## src/hw/rtl/hsvrgb_pkg.sv

```systemverilog
// Shared types and constants for the HSV to RGB color converter.
// Depends on nothing; imported by hsv_to_rgb_integer.
`timescale 1ns / 1ps

package hsvrgb_pkg;

    localparam int HUE_W            = 12;
    localparam int CH_W             = 13;
    localparam int UNITY_DEF        = 4096;
    localparam int SECTOR_STEPS_DEF = 660;
    localparam int NSTAGE           = 10;

    typedef enum logic [2:0] {
        SEC_RED_YEL   = 3'd0,
        SEC_YEL_GRN   = 3'd1,
        SEC_GRN_CYAN  = 3'd2,
        SEC_CYAN_BLUE = 3'd3,
        SEC_BLUE_MAG  = 3'd4,
        SEC_MAG_RED   = 3'd5
    } sector_t;

    typedef struct packed {
        logic [HUE_W-1:0] hue;
        logic [CH_W-1:0]  saturation;
        logic [CH_W-1:0]  brightness;
    } hsv_t;

    typedef struct packed {
        logic [CH_W-1:0] red;
        logic [CH_W-1:0] green;
        logic [CH_W-1:0] blue;
    } rgb_t;

    // values that ride alongside the arithmetic
    typedef struct packed {
        sector_t         sector;
        logic [CH_W-1:0] value;
        logic [CH_W-1:0] chroma;
    } side_t;

endpackage

```

## src/hw/rtl/hsvrgb_cdiv.sv

```systemverilog
// Three-stage pipelined divide of an unsigned word by a constant.
// Reciprocal multiply, back-multiply, one-step correction. No package use.
`timescale 1ns / 1ps

module hsvrgb_cdiv #(
    parameter int NUM_W  = 26,
    parameter int DIV    = 4096,
    parameter int QUOT_W = 13
) (
    input  logic              clk,
    input  logic [2:0]        en,
    input  logic [NUM_W-1:0]  num,
    output logic [QUOT_W-1:0] quot
);

    // estimate is floor(n*M / 2^NUM_W): at most one below the true quotient
    localparam longint unsigned MULT = (64'd1 << NUM_W) / DIV;
    localparam int MW = $clog2(MULT + 1);
    localparam int PW = NUM_W + MW;
    localparam int RW = $clog2(2 * DIV);

    logic [NUM_W-1:0]  num_a_reg;
    logic [PW-1:0]     prod_a_reg;
    logic [PW-1:0]     prod_a_next;
    logic [QUOT_W-1:0] q_b_reg;
    logic [QUOT_W-1:0] q_b_next;
    logic [RW-1:0]     rem_b_reg;
    logic [RW-1:0]     rem_b_next;
    logic [NUM_W-1:0]  back_prod;
    logic [QUOT_W-1:0] quot_reg;
    logic [QUOT_W-1:0] quot_next;

    always_comb
    begin
        prod_a_next = PW'(num) * PW'(MULT);
        q_b_next    = QUOT_W'(prod_a_reg[PW-1:NUM_W]);
        back_prod   = NUM_W'(q_b_next) * NUM_W'(DIV);
        rem_b_next  = RW'(num_a_reg - back_prod);
        quot_next   = (rem_b_reg >= RW'(DIV)) ? QUOT_W'(q_b_reg + QUOT_W'(1)) : q_b_reg;
    end

    always_ff @(posedge clk)
    begin
        if (en[0])
        begin
            num_a_reg  <= num;
            prod_a_reg <= prod_a_next;
        end
        if (en[1])
        begin
            q_b_reg   <= q_b_next;
            rem_b_reg <= rem_b_next;
        end
        if (en[2])
        begin
            quot_reg <= quot_next;
        end
    end

    assign quot = quot_reg;

endmodule

```

## src/hw/rtl/hsv_to_rgb_integer.sv

```systemverilog
// Top level of the HSV to RGB converter: ten-stage pipeline with valid/ready.
// Depends on hsvrgb_pkg and hsvrgb_cdiv.
`timescale 1ns / 1ps

//  channel | payload | direction | handshake
//  --------+---------+-----------+----------------------
//  hsv     | hsv_t   | in        | hsv_valid / hsv_ready
//  rgb     | rgb_t   | out       | rgb_valid / rgb_ready
//
// One request per clock sustained while rgb_ready is high; rgb_valid rises once a
// request has passed ten register stages, the first loaded at the accepting edge
// (clamp/sector, products, a three-stage constant divider pair, weight product, a
// three-stage constant divider, channel select).
// Reset (rst_n low, asynchronous) clears the stage valid bits only.
// Each stage loads when empty or when the stage after it moves, so empty
// stages keep filling behind a stalled result and nothing is dropped or doubled.

module hsv_to_rgb_integer #(
    parameter int UNITY        = hsvrgb_pkg::UNITY_DEF,
    parameter int SECTOR_STEPS = hsvrgb_pkg::SECTOR_STEPS_DEF
) (
    input  logic              clk,
    input  logic              rst_n,
    input  logic              hsv_valid,
    output logic              hsv_ready,
    input  hsvrgb_pkg::hsv_t  hsv,
    output logic              rgb_valid,
    input  logic              rgb_ready,
    output hsvrgb_pkg::rgb_t  rgb
);

    import hsvrgb_pkg::*;

    localparam int UW    = $clog2(UNITY + 1);     // holds UNITY itself
    localparam int FW    = $clog2(UNITY);         // fraction, below UNITY
    localparam int HM_W  = $clog2(6 * SECTOR_STEPS);
    localparam int CMP_W = (HM_W > HUE_W) ? HM_W : HUE_W;
    localparam int US_W  = (UW > CH_W) ? UW : CH_W;
    localparam int NF_W  = HUE_W + UW;            // remainder * UNITY
    localparam int SV_W  = 2 * CH_W;              // saturation * value
    localparam int P_W   = CH_W + UW;             // chroma * weight

    localparam logic [CMP_W-1:0] HUE_MAX = CMP_W'(6 * SECTOR_STEPS - 1);

    // ---------------------------------------------------------------
    // Stage handshake: stage k loads when empty or when k+1 loads.
    // ---------------------------------------------------------------
    logic [NSTAGE-1:0] vld_reg;
    logic [NSTAGE:0]   rdy;

    always_comb
    begin
        rdy[NSTAGE] = rgb_ready;
        for (int k = NSTAGE - 1; k >= 0; k--)
        begin
            rdy[k] = !vld_reg[k] || rdy[k+1];
        end
    end

    always_ff @(posedge clk or negedge rst_n)
    begin
        if (!rst_n)
        begin
            vld_reg <= '0;
        end
        else
        begin
            if (rdy[0])
            begin
                vld_reg[0] <= hsv_valid;
            end
            for (int k = 1; k < NSTAGE; k++)
            begin
                if (rdy[k])
                begin
                    vld_reg[k] <= vld_reg[k-1];
                end
            end
        end
    end

    assign hsv_ready = rdy[0];
    assign rgb_valid = vld_reg[NSTAGE-1];

    // ---------------------------------------------------------------
    // Stage 0: clamp inputs, find sector and remainder within it.
    // ---------------------------------------------------------------
    logic [CMP_W-1:0] hue_ext;
    logic [CMP_W-1:0] hue_cl;
    logic [CMP_W-1:0] sec_base;
    logic [2:0]       sec_cnt;
    sector_t          sec0;
    logic [US_W-1:0]  sat_ext;
    logic [US_W-1:0]  val_ext;
    logic [CH_W-1:0]  sat_cl;
    logic [CH_W-1:0]  val_cl;
    logic [HUE_W-1:0] rem0_next;

    always_comb
    begin
        hue_ext = CMP_W'(hsv.hue);
        hue_cl  = (hue_ext > HUE_MAX) ? HUE_MAX : hue_ext;

        // sector = count of boundaries at or below hue
        sec_cnt = 3'd0;
        for (int k = 1; k < 6; k++)
        begin
            sec_cnt = sec_cnt + 3'((hue_cl >= CMP_W'(k * SECTOR_STEPS)) ? 1 : 0);
        end
        sec0 = sector_t'(sec_cnt);

        case (sec0)
            SEC_RED_YEL:   sec_base = '0;
            SEC_YEL_GRN:   sec_base = CMP_W'(SECTOR_STEPS);
            SEC_GRN_CYAN:  sec_base = CMP_W'(2 * SECTOR_STEPS);
            SEC_CYAN_BLUE: sec_base = CMP_W'(3 * SECTOR_STEPS);
            SEC_BLUE_MAG:  sec_base = CMP_W'(4 * SECTOR_STEPS);
            SEC_MAG_RED:   sec_base = CMP_W'(5 * SECTOR_STEPS);
            default:       sec_base = '0;
        endcase
        rem0_next = HUE_W'(hue_cl - sec_base);

        // saturate to full scale
        sat_ext = US_W'(hsv.saturation);
        val_ext = US_W'(hsv.brightness);
        sat_cl  = CH_W'((sat_ext > US_W'(UNITY)) ? US_W'(UNITY) : sat_ext);
        val_cl  = CH_W'((val_ext > US_W'(UNITY)) ? US_W'(UNITY) : val_ext);
    end

    // sideband shift line, stages 0..8
    side_t side_reg  [NSTAGE-1];
    side_t side_next [NSTAGE-1];

    logic [HUE_W-1:0] rem0_reg;
    logic [CH_W-1:0]  sat0_reg;
    logic [NF_W-1:0]  nfrac1_reg;
    logic [SV_W-1:0]  sv1_reg;
    logic [FW-1:0]    frac4;
    logic [CH_W-1:0]  chroma4;
    logic [UW-1:0]    weight5;
    logic [P_W-1:0]   prod5_reg;
    logic [CH_W-1:0]  second8;

    always_comb
    begin
        side_next[0].sector = sec0;
        side_next[0].value  = val_cl;
        side_next[0].chroma = '0;
        for (int k = 1; k < NSTAGE - 1; k++)
        begin
            side_next[k] = side_reg[k-1];
        end
        side_next[5].chroma = chroma4;   // chroma joins the sideband here
    end

    // ---------------------------------------------------------------
    // Stage 5 weight: rising edge in even sectors, falling in odd ones.
    // ---------------------------------------------------------------
    always_comb
    begin
        if (side_reg[4].sector[0])
        begin
            weight5 = UW'(UNITY) - UW'(frac4);
        end
        else
        begin
            weight5 = UW'(frac4);
        end
    end

    always_ff @(posedge clk)
    begin
        for (int k = 0; k < NSTAGE - 1; k++)
        begin
            if (rdy[k])
            begin
                side_reg[k] <= side_next[k];
            end
        end
        if (rdy[0])
        begin
            rem0_reg <= rem0_next;
            sat0_reg <= sat_cl;
        end
        if (rdy[1])
        begin
            nfrac1_reg <= NF_W'(rem0_reg) * NF_W'(UNITY);
            sv1_reg    <= SV_W'(sat0_reg) * SV_W'(side_reg[0].value);
        end
        if (rdy[5])
        begin
            prod5_reg <= P_W'(chroma4) * P_W'(weight5);
        end
    end

    // ---------------------------------------------------------------
    // Stages 2..4: fraction = rem*UNITY/SECTOR_STEPS, chroma = s*v/UNITY.
    // ---------------------------------------------------------------
    hsvrgb_cdiv #(
        .NUM_W  (NF_W),
        .DIV    (SECTOR_STEPS),
        .QUOT_W (FW)
    ) u_div_frac (
        .clk  (clk),
        .en   (rdy[4:2]),
        .num  (nfrac1_reg),
        .quot (frac4)
    );

    hsvrgb_cdiv #(
        .NUM_W  (SV_W),
        .DIV    (UNITY),
        .QUOT_W (CH_W)
    ) u_div_chroma (
        .clk  (clk),
        .en   (rdy[4:2]),
        .num  (sv1_reg),
        .quot (chroma4)
    );

    // ---------------------------------------------------------------
    // Stages 6..8: secondary term = chroma*weight/UNITY.
    // ---------------------------------------------------------------
    hsvrgb_cdiv #(
        .NUM_W  (P_W),
        .DIV    (UNITY),
        .QUOT_W (CH_W)
    ) u_div_second (
        .clk  (clk),
        .en   (rdy[8:6]),
        .num  (prod5_reg),
        .quot (second8)
    );

    // ---------------------------------------------------------------
    // Stage 9: offset, top and mid levels routed by sector.
    // top = chroma + offset is simply the value.
    // ---------------------------------------------------------------
    logic [CH_W-1:0] lvl_base;
    logic [CH_W-1:0] lvl_top;
    logic [CH_W-1:0] lvl_mid;
    rgb_t            rgb_next;
    rgb_t            rgb_reg;

    always_comb
    begin
        lvl_top  = side_reg[8].value;
        lvl_base = side_reg[8].value - side_reg[8].chroma;
        lvl_mid  = second8 + lvl_base;
        case (side_reg[8].sector)
            SEC_RED_YEL:   rgb_next = '{red: lvl_top,  green: lvl_mid,  blue: lvl_base};
            SEC_YEL_GRN:   rgb_next = '{red: lvl_mid,  green: lvl_top,  blue: lvl_base};
            SEC_GRN_CYAN:  rgb_next = '{red: lvl_base, green: lvl_top,  blue: lvl_mid};
            SEC_CYAN_BLUE: rgb_next = '{red: lvl_base, green: lvl_mid,  blue: lvl_top};
            SEC_BLUE_MAG:  rgb_next = '{red: lvl_mid,  green: lvl_base, blue: lvl_top};
            default:       rgb_next = '{red: lvl_top,  green: lvl_base, blue: lvl_mid};
        endcase
    end

    always_ff @(posedge clk)
    begin
        if (rdy[NSTAGE-1])
        begin
            rgb_reg <= rgb_next;
        end
    end

    assign rgb = rgb_reg;

endmodule
```

## config.mk

```make
export PLATFORM = sky130hd
export DESIGN_NAME = hsv_to_rgb_integer
export DESIGN_NICKNAME = d
export VERILOG_FILES = /design/src/hw/rtl/hsvrgb_pkg.sv /design/src/hw/rtl/hsvrgb_cdiv.sv /design/src/hw/rtl/hsv_to_rgb_integer.sv
export SDC_FILE = /design/constraint.sdc
export NUM_CORES = 1
export LEC_CHECK = 0
export BUFFER_PORTS_ARGS = -buffer_cell sky130_fd_sc_hd__buf_4
export CAP_MARGIN = 10
export CELL_PAD_IN_SITES_DETAIL_PLACEMENT = 1
export CELL_PAD_IN_SITES_GLOBAL_PLACEMENT = 1
export CORE_UTILIZATION = 52
export CTS_CLUSTER_SIZE = 16
export DETAILED_ROUTE_END_ITERATION = 16
export PLACE_DENSITY_LB_ADDON = 0.08
export SLEW_MARGIN = 15
export SYNTH_ARGS = -nofsm -noshare
export SYNTH_HDL_FRONTEND = slang
export SYNTH_SLANG_ARGS = --single-unit
```

## constraint.sdc

```tcl
create_clock -name clk -period 20.8 [get_ports clk]
set_clock_uncertainty 0.05 [all_clocks]
set_input_delay 2.08 -clock clk [delete_from_list [all_inputs] [get_ports clk]]
set_output_delay 2.08 -clock clk [all_outputs]
set_load 0.02 [all_outputs]
```

### After elaboration in Yosys (flattened, before gate mapping)

Memory sizes are Yosys's and may differ from the RTL's.
Cells that the tools add are included.

| word-level totals | value |
|---|---|
| bits in latches | 0 |
| logic and storage cells | 121 |
| memories | 1 |
| input port bits | 42 |
| output and inout port bits | 41 |
| register bits | 321 |
| ROM bits | 0 |
| memory bits (writable) | 261 |

Memories:

| memory | depth | bits a word | read ports | clocked after memory_dff | wr ports | line | text |
|---|---|---|---|---|---|---|---|
| side_reg | 9 | 29 | 9 | 0 | 9 | hsv_to_rgb_integer.sv:131 | `side_t side_reg [NSTAGE-1];` |

| operators by class | value |
|---|---|
| equality and inequality tests | 9 |
| bitwise logic cells | 0 |
| reductions and logical operators | 21 |
| shift operators | 0 |
| multipliers | 4 |
| divide/modulo/power cells | 0 |
| multiplexer cells | 31 |
| magnitude comparators | 11 |
| $add $sub $neg | 14 |

Operators by type and width:

| operator | count |
|---|---|
| 39-bit case mux with 5 select lines | 1 |
| 12-bit case mux with 5 select lines | 1 |
| 13-bit two-way mux | 4 |
| 13-bit by 13-bit multiplier with 25-bit output | 2 |
| 13-bit subtractor | 3 |
| 13-bit by 1-bit adder with 13-bit output, second input constant | 2 |
| 13-bit greater-or-equal comparator, second input constant | 2 |
| 13-bit greater-than comparator, second input constant | 2 |
| 12-bit by 11-bit greater-or-equal comparator with 1-bit output, second input constant | 2 |
| 12-bit greater-or-equal comparator, second input constant | 2 |
| 12-bit two-way mux | 2 |
| 1-bit two-way mux | 23 |
| 12-bit by 13-bit multiplier with 22-bit output, second input constant | 1 |
| 13-bit adder | 1 |
| 13-bit by 12-bit subtractor with 13-bit output, first input constant | 1 |
| 12-bit by 1-bit adder with 12-bit output, second input constant | 1 |
| 3-bit by 2-bit == test with 1-bit output, second input constant | 4 |
| 12-bit by 10-bit greater-or-equal comparator with 1-bit output, second input constant | 1 |
| 12-bit greater-than comparator, second input constant | 1 |
| 12-bit by 8-bit multiplier with 9-bit output, second input constant | 1 |
| 12-bit subtractor | 1 |
| 11-bit by 10-bit greater-or-equal comparator with 1-bit output, second input constant | 1 |
| 1-bit by 11-bit subtractor with 11-bit output, first input constant | 1 |
| 1-bit zero test | 10 |
| other kinds (7) | 20 |

### Depth between registers and ports, before layout

| depth | value |
|---|---|
| word-level depth | 13 |
| depth in mapped cells | 29 |
| depth with buffers taken out | 28 |

### Hierarchy

Synthesis repeated with hierarchy kept, for this count alone.

| unflattened totals | value |
|---|---|
| cell total of the unflattened synthesis | 3057 |
| area, all modules | 34845.9 sq um |

By module, submodules not included:

| module | area an instance (sq um) | times used | cells an instance | seq. area each (sq um) |
|---|---|---|---|---|
| hsv_to_rgb_integer | 24638.6 | 1 | 2228 | 9979.6 |
| hsvrgb_cdiv (u_div_frac) | 7767.4 | 1 | 725 | 1621.6 |
| hsvrgb_cdiv (u_div_chroma ...) | 1219.9 | 2 | 52 | 1171.1 |

### Worst setup path after synthesis

Ideal clock, no wire load.

| timing | value |
|---|---|
| path kind | input port to output port |
| from | input rgb_ready |
| to | output hsv_ready |
| path buffers | 0 |
| stages | 6 |
| arrival time | 5.824 ns |
| path slack | 12.846 ns |
| required time | 18.670 ns |
| cells stage by stage | nor2b_1 > and2_1 > and3_1 > nand4_1 > nor2_1 > nand3_1 |

| between the ends | value |
|---|---|
| word-level cells in the longest chain between the ends | 10 |

RTL lines:

| item | line | text |
|---|---|---|
| start: declaration | hsv_to_rgb_integer.sv:28 | `input logic rgb_ready,` |
| 1-bit logical OR (7 in a row) | hsv_to_rgb_integer.sv:56 | `rdy[k] = !vld_reg[k] \|\| rdy[k+1];` |
| net rdy[3] | hsv_to_rgb_integer.sv:49 | `logic [NSTAGE:0] rdy;` |
| 1-bit logical OR (3 in a row) | hsv_to_rgb_integer.sv:56 |  |
| end: declaration | hsv_to_rgb_integer.sv:25 | `output logic hsv_ready,` |

The timed path passes the listed nets, and every way through them passes these cells.

### Final worst setup path

| timing | value |
|---|---|
| from | register u_div_frac.quot_reg[0] (netlist: u_div_frac.quot[0]) |
| to | register prod5_reg[23] (data pin) |

| between the ends | value |
|---|---|
| word-level cells in the longest chain between the ends | 3 |

RTL lines:

| item | line | text |
|---|---|---|
| start: declaration | hsvrgb_cdiv.sv:30 | `logic [QUOT_W-1:0] quot_reg;` |
| start signal: assignment | hsvrgb_cdiv.sv:56 | `quot_reg <= quot_next;` |
| 13-bit by 12-bit subtractor with 13-bit output | hsv_to_rgb_integer.sv:163 | `weight5 = UW'(UNITY) - UW'(frac4);` |
| 13-bit two-way mux (*) | hsv_to_rgb_integer.sv:161 | `if (side_reg[4].sector[0])` |
| 13-bit by 13-bit multiplier with 25-bit output (*) | hsv_to_rgb_integer.sv:192 | `prod5_reg <= P_W'(chroma4) * P_W'(weight5);` |
| end signal: assignment | hsv_to_rgb_integer.sv:192 |  |
| end: declaration | hsv_to_rgb_integer.sv:141 | `logic [P_W-1:0] prod5_reg;` |

Mark *: on every way between the ends. The rest lies on a longest branch, timed or not.
A chain may end at the register's enable or synchronous reset.

==> results.tsv <==
metric	value	unit
initial_core_util	52.9	%
syn-num-nets	3132	
first_global_vias	20200	
ff2ff_setup_slack	12.88	ns
multiInputGateArea	15100	um^2
max_stage_delay	0.66	ns
root_buffer	clkbuf_16	
wl_per_cell	18.4	um
cts_buffers	47	
postCtsHoldBufs	0	
drtIter0Drc	664	
syn_area	29900	um^2
cts_sinks	430	
viasPerCell	5.35	
regArea	12900	um^2
ctsResizeCount	0	
worstPathMaxFanout	15	
clock_latency	0.58	ns
design.die.area	58500	um^2
post-cts-setup-buffers	0	
r2r.worst_path.cells	25	
netlist.area_leader.share	42.1	%
worstHoldPathType	reg -> reg	
cp-startpoint	u_div_frac.quot[0]$_DFFE_PP_	
die_y	242	um
synth_edf_count	420	
clockBufferDepth	3	
critPathLaunchType	flip-flop	
drtAntennaViolNets	0	
gp_congestion	0.827	
syn_area_per_cell	11.7	um^2
worst_slew_pin_slew	1.07	ns
n_antenna_cell	0	
hold_depth	0	
grt_pass1_wl	103	mm
synth_flop_cell	edfxtp_1	
synth_warnings	0	
vias	18100	
clkTransAtPathRegs	0.06	ns
yosysUniqueCellTypes	76	
fmax	126	MHz
area_growth	9.94	%
rows	87	
cp.required	21.09	ns
hold_violations	0	
ys_ff_latch	430	
hp-start	side_reg[0][71]$_DFFE_PP_	
htree_levels	2	
cp_data_arrival_time	8.21	ns
tns	0	ns
antenna_found_initial	0	
m1WireLength	26.3	mm
synthCells	2551	
ios	83	
r2r-start	u_div_frac.quot[0]$_DFFE_PP_	
gr-total-overflow	0	
grt.total_usage	22.0	%
portBuffers	82	
wl_met3	1.42	mm
path_class	reg -> reg	
nFillCells	5844	
num-nets-final	3168	
drv_cap	0	
slowest_stage	a311oi_1	
async_reset_ff_share	2.33	%
wl	62.2	mm
highest_layer	met4	
setup_viol	0	
fin_crit	7.92	ns
dp_hpwl	48.4	mm
synth_area_leaders	edfxtp_1 (42%), fa_1 (19%), ha_1 (11%), inv_1 (5.2%), nand2_1 (3.5%)	
die_x	242	um
cts_tree	yes	
final_max_slew_viol_count	0	
core	56600	um^2
dr.pass1.iters	4	
end_kind	flip-flop	
synth_area_leader_cell	edfxtp_1	
drc	0	
ys_seq_area_share	43.0	%
period_share	38.1	%
slew_headroom	27.9	%
grt_max_degree	92	
status	completed	
wl_met2	33.0	mm
drive_above_1_share	8.19	%
rr_endpoint	prod5_reg[23]$_DFFE_PP_	
largest_register_ffs	196	
rsz0062_at_grt	false	
min_to	side_reg[0][100]$_DFFE_PP_	
## routing by layer
layer	GRT usage, %	vias to the layer above
li1	-	8462
met1	26.6	9278
met2	41.0	236
met3	2.28	105
met4	7.00	0
met5	0	-
## stage by stage
step                hold WS, ns  instances  setup slack, ns  util [%]  area, um^2
finish                    0.351       3380            12.88      58.1       32900
global route              0.361       3380            12.42      58.1       32900
CTS                       0.349       3380            12.84      58.1       32900
detailed placement        0.355       3294            12.85      55.1       31200
global placement          0.350       3294            13.12      55.1       31200
floorplan                 0.350       2551            12.85         -       29900
## kinds of logic (layout without fill, tap and decap cells)
kind of cell	count (synthesis)	after routing	share of synthesized area, %
AOI/OAI and AO/OA	281	281	6.35
xor gates and xnor gates	119	119	3.53
adders and majority gates	541	541	29.7
buffers and inverters	522	595	6.55
DFF	430	430	43.0
muxes	13	13	0.447
and+or+nand+nor	645	645	10.5
## worst max-delay path by stage
stage	endpoint	slack, ns	depth (start not counted)
after CTS	prod5_reg[23]$_DFFE_PP_	12.84	25
after floorplan	hsv_ready	12.85	6
after detailed placement	prod5_reg[23]$_DFFE_PP_	12.85	25
after global routing	prod5_reg[23]$_DFFE_PP_	12.42	25
after global placement	prod5_reg[23]$_DFFE_PP_	13.12	25
final	prod5_reg[23]$_DFFE_PP_	12.88	25
## cell usage after synthesis (10+ instances only)
cell type	instances
edfxtp_1	420
inv_1	412
fa_1	283
nand2_1	276
ha_1	256
clkbuf_1	104
and2_1	102
xnor2_1	85
nor2_1	80
nor2b_1	71
a21oi_1	66
o21ai_0	63
xor2_1	32
nand2b_1	29
a21o_1	27
nor3_1	19
nand3_1	17
nand4_1	13
o22ai_1	12
a211oi_1	11
or2_2	11
dfrtp_1	10
mux2i_1	10
## final cells by class
cell class	instances	area share, %
clock inverters	29	1.32
well taps	756	2.87
clock buffers	57	3.78
multi-input cells	1599	46.0
inverters	412	4.70
flip-flops and latches	430	39.1
repair buffers	97	2.21
## worst max-delay path: cells and delay by family, from the launching register on
family / cells / cell delay (ns)
fa+ha+maj: 7 / 3.18
flops: 1 / 0.55
buf+inv: 5 / 0.37
simple gates: 4 / 1.07
compound gates: 7 / 1.86
xor+xnor: 2 / 0.58
## cells in the final DEF (no fill, tap or decap), types with 7 or more instances in the layout
master | netlist | routed
edfxtp_1 | 420 | 420
inv_1 | 412 | 412
fa_1 | 283 | 283
nand2_1 | 276 | 274
ha_1 | 256 | 256
and2_1 | 102 | 102
buf_4 | 0 | 97
xnor2_1 | 85 | 83
nor2_1 | 80 | 80
nor2b_1 | 71 | 71
a21oi_1 | 66 | 66
o21ai_0 | 63 | 63
clkbuf_16 | 0 | 47
xor2_1 | 32 | 31
nand2b_1 | 29 | 29
a21o_1 | 27 | 27
nor3_1 | 19 | 19
nand3_1 | 17 | 15
nand4_1 | 13 | 13
o22ai_1 | 12 | 12
a211oi_1 | 11 | 11
or2_2 | 11 | 11
mux2i_1 | 10 | 10
bufinv_16 | 0 | 10
dfrtp_1 | 10 | 10
o211ai_1 | 7 | 7
and3_1 | 7 | 7
a22oi_1 | 7 | 7
o221ai_1 | 7 | 7
clkbuf_1 | 104 | 7
Power is not shown: default switching activity piles up to over one toggle a cycle in this logic, so the estimate is an artifact.
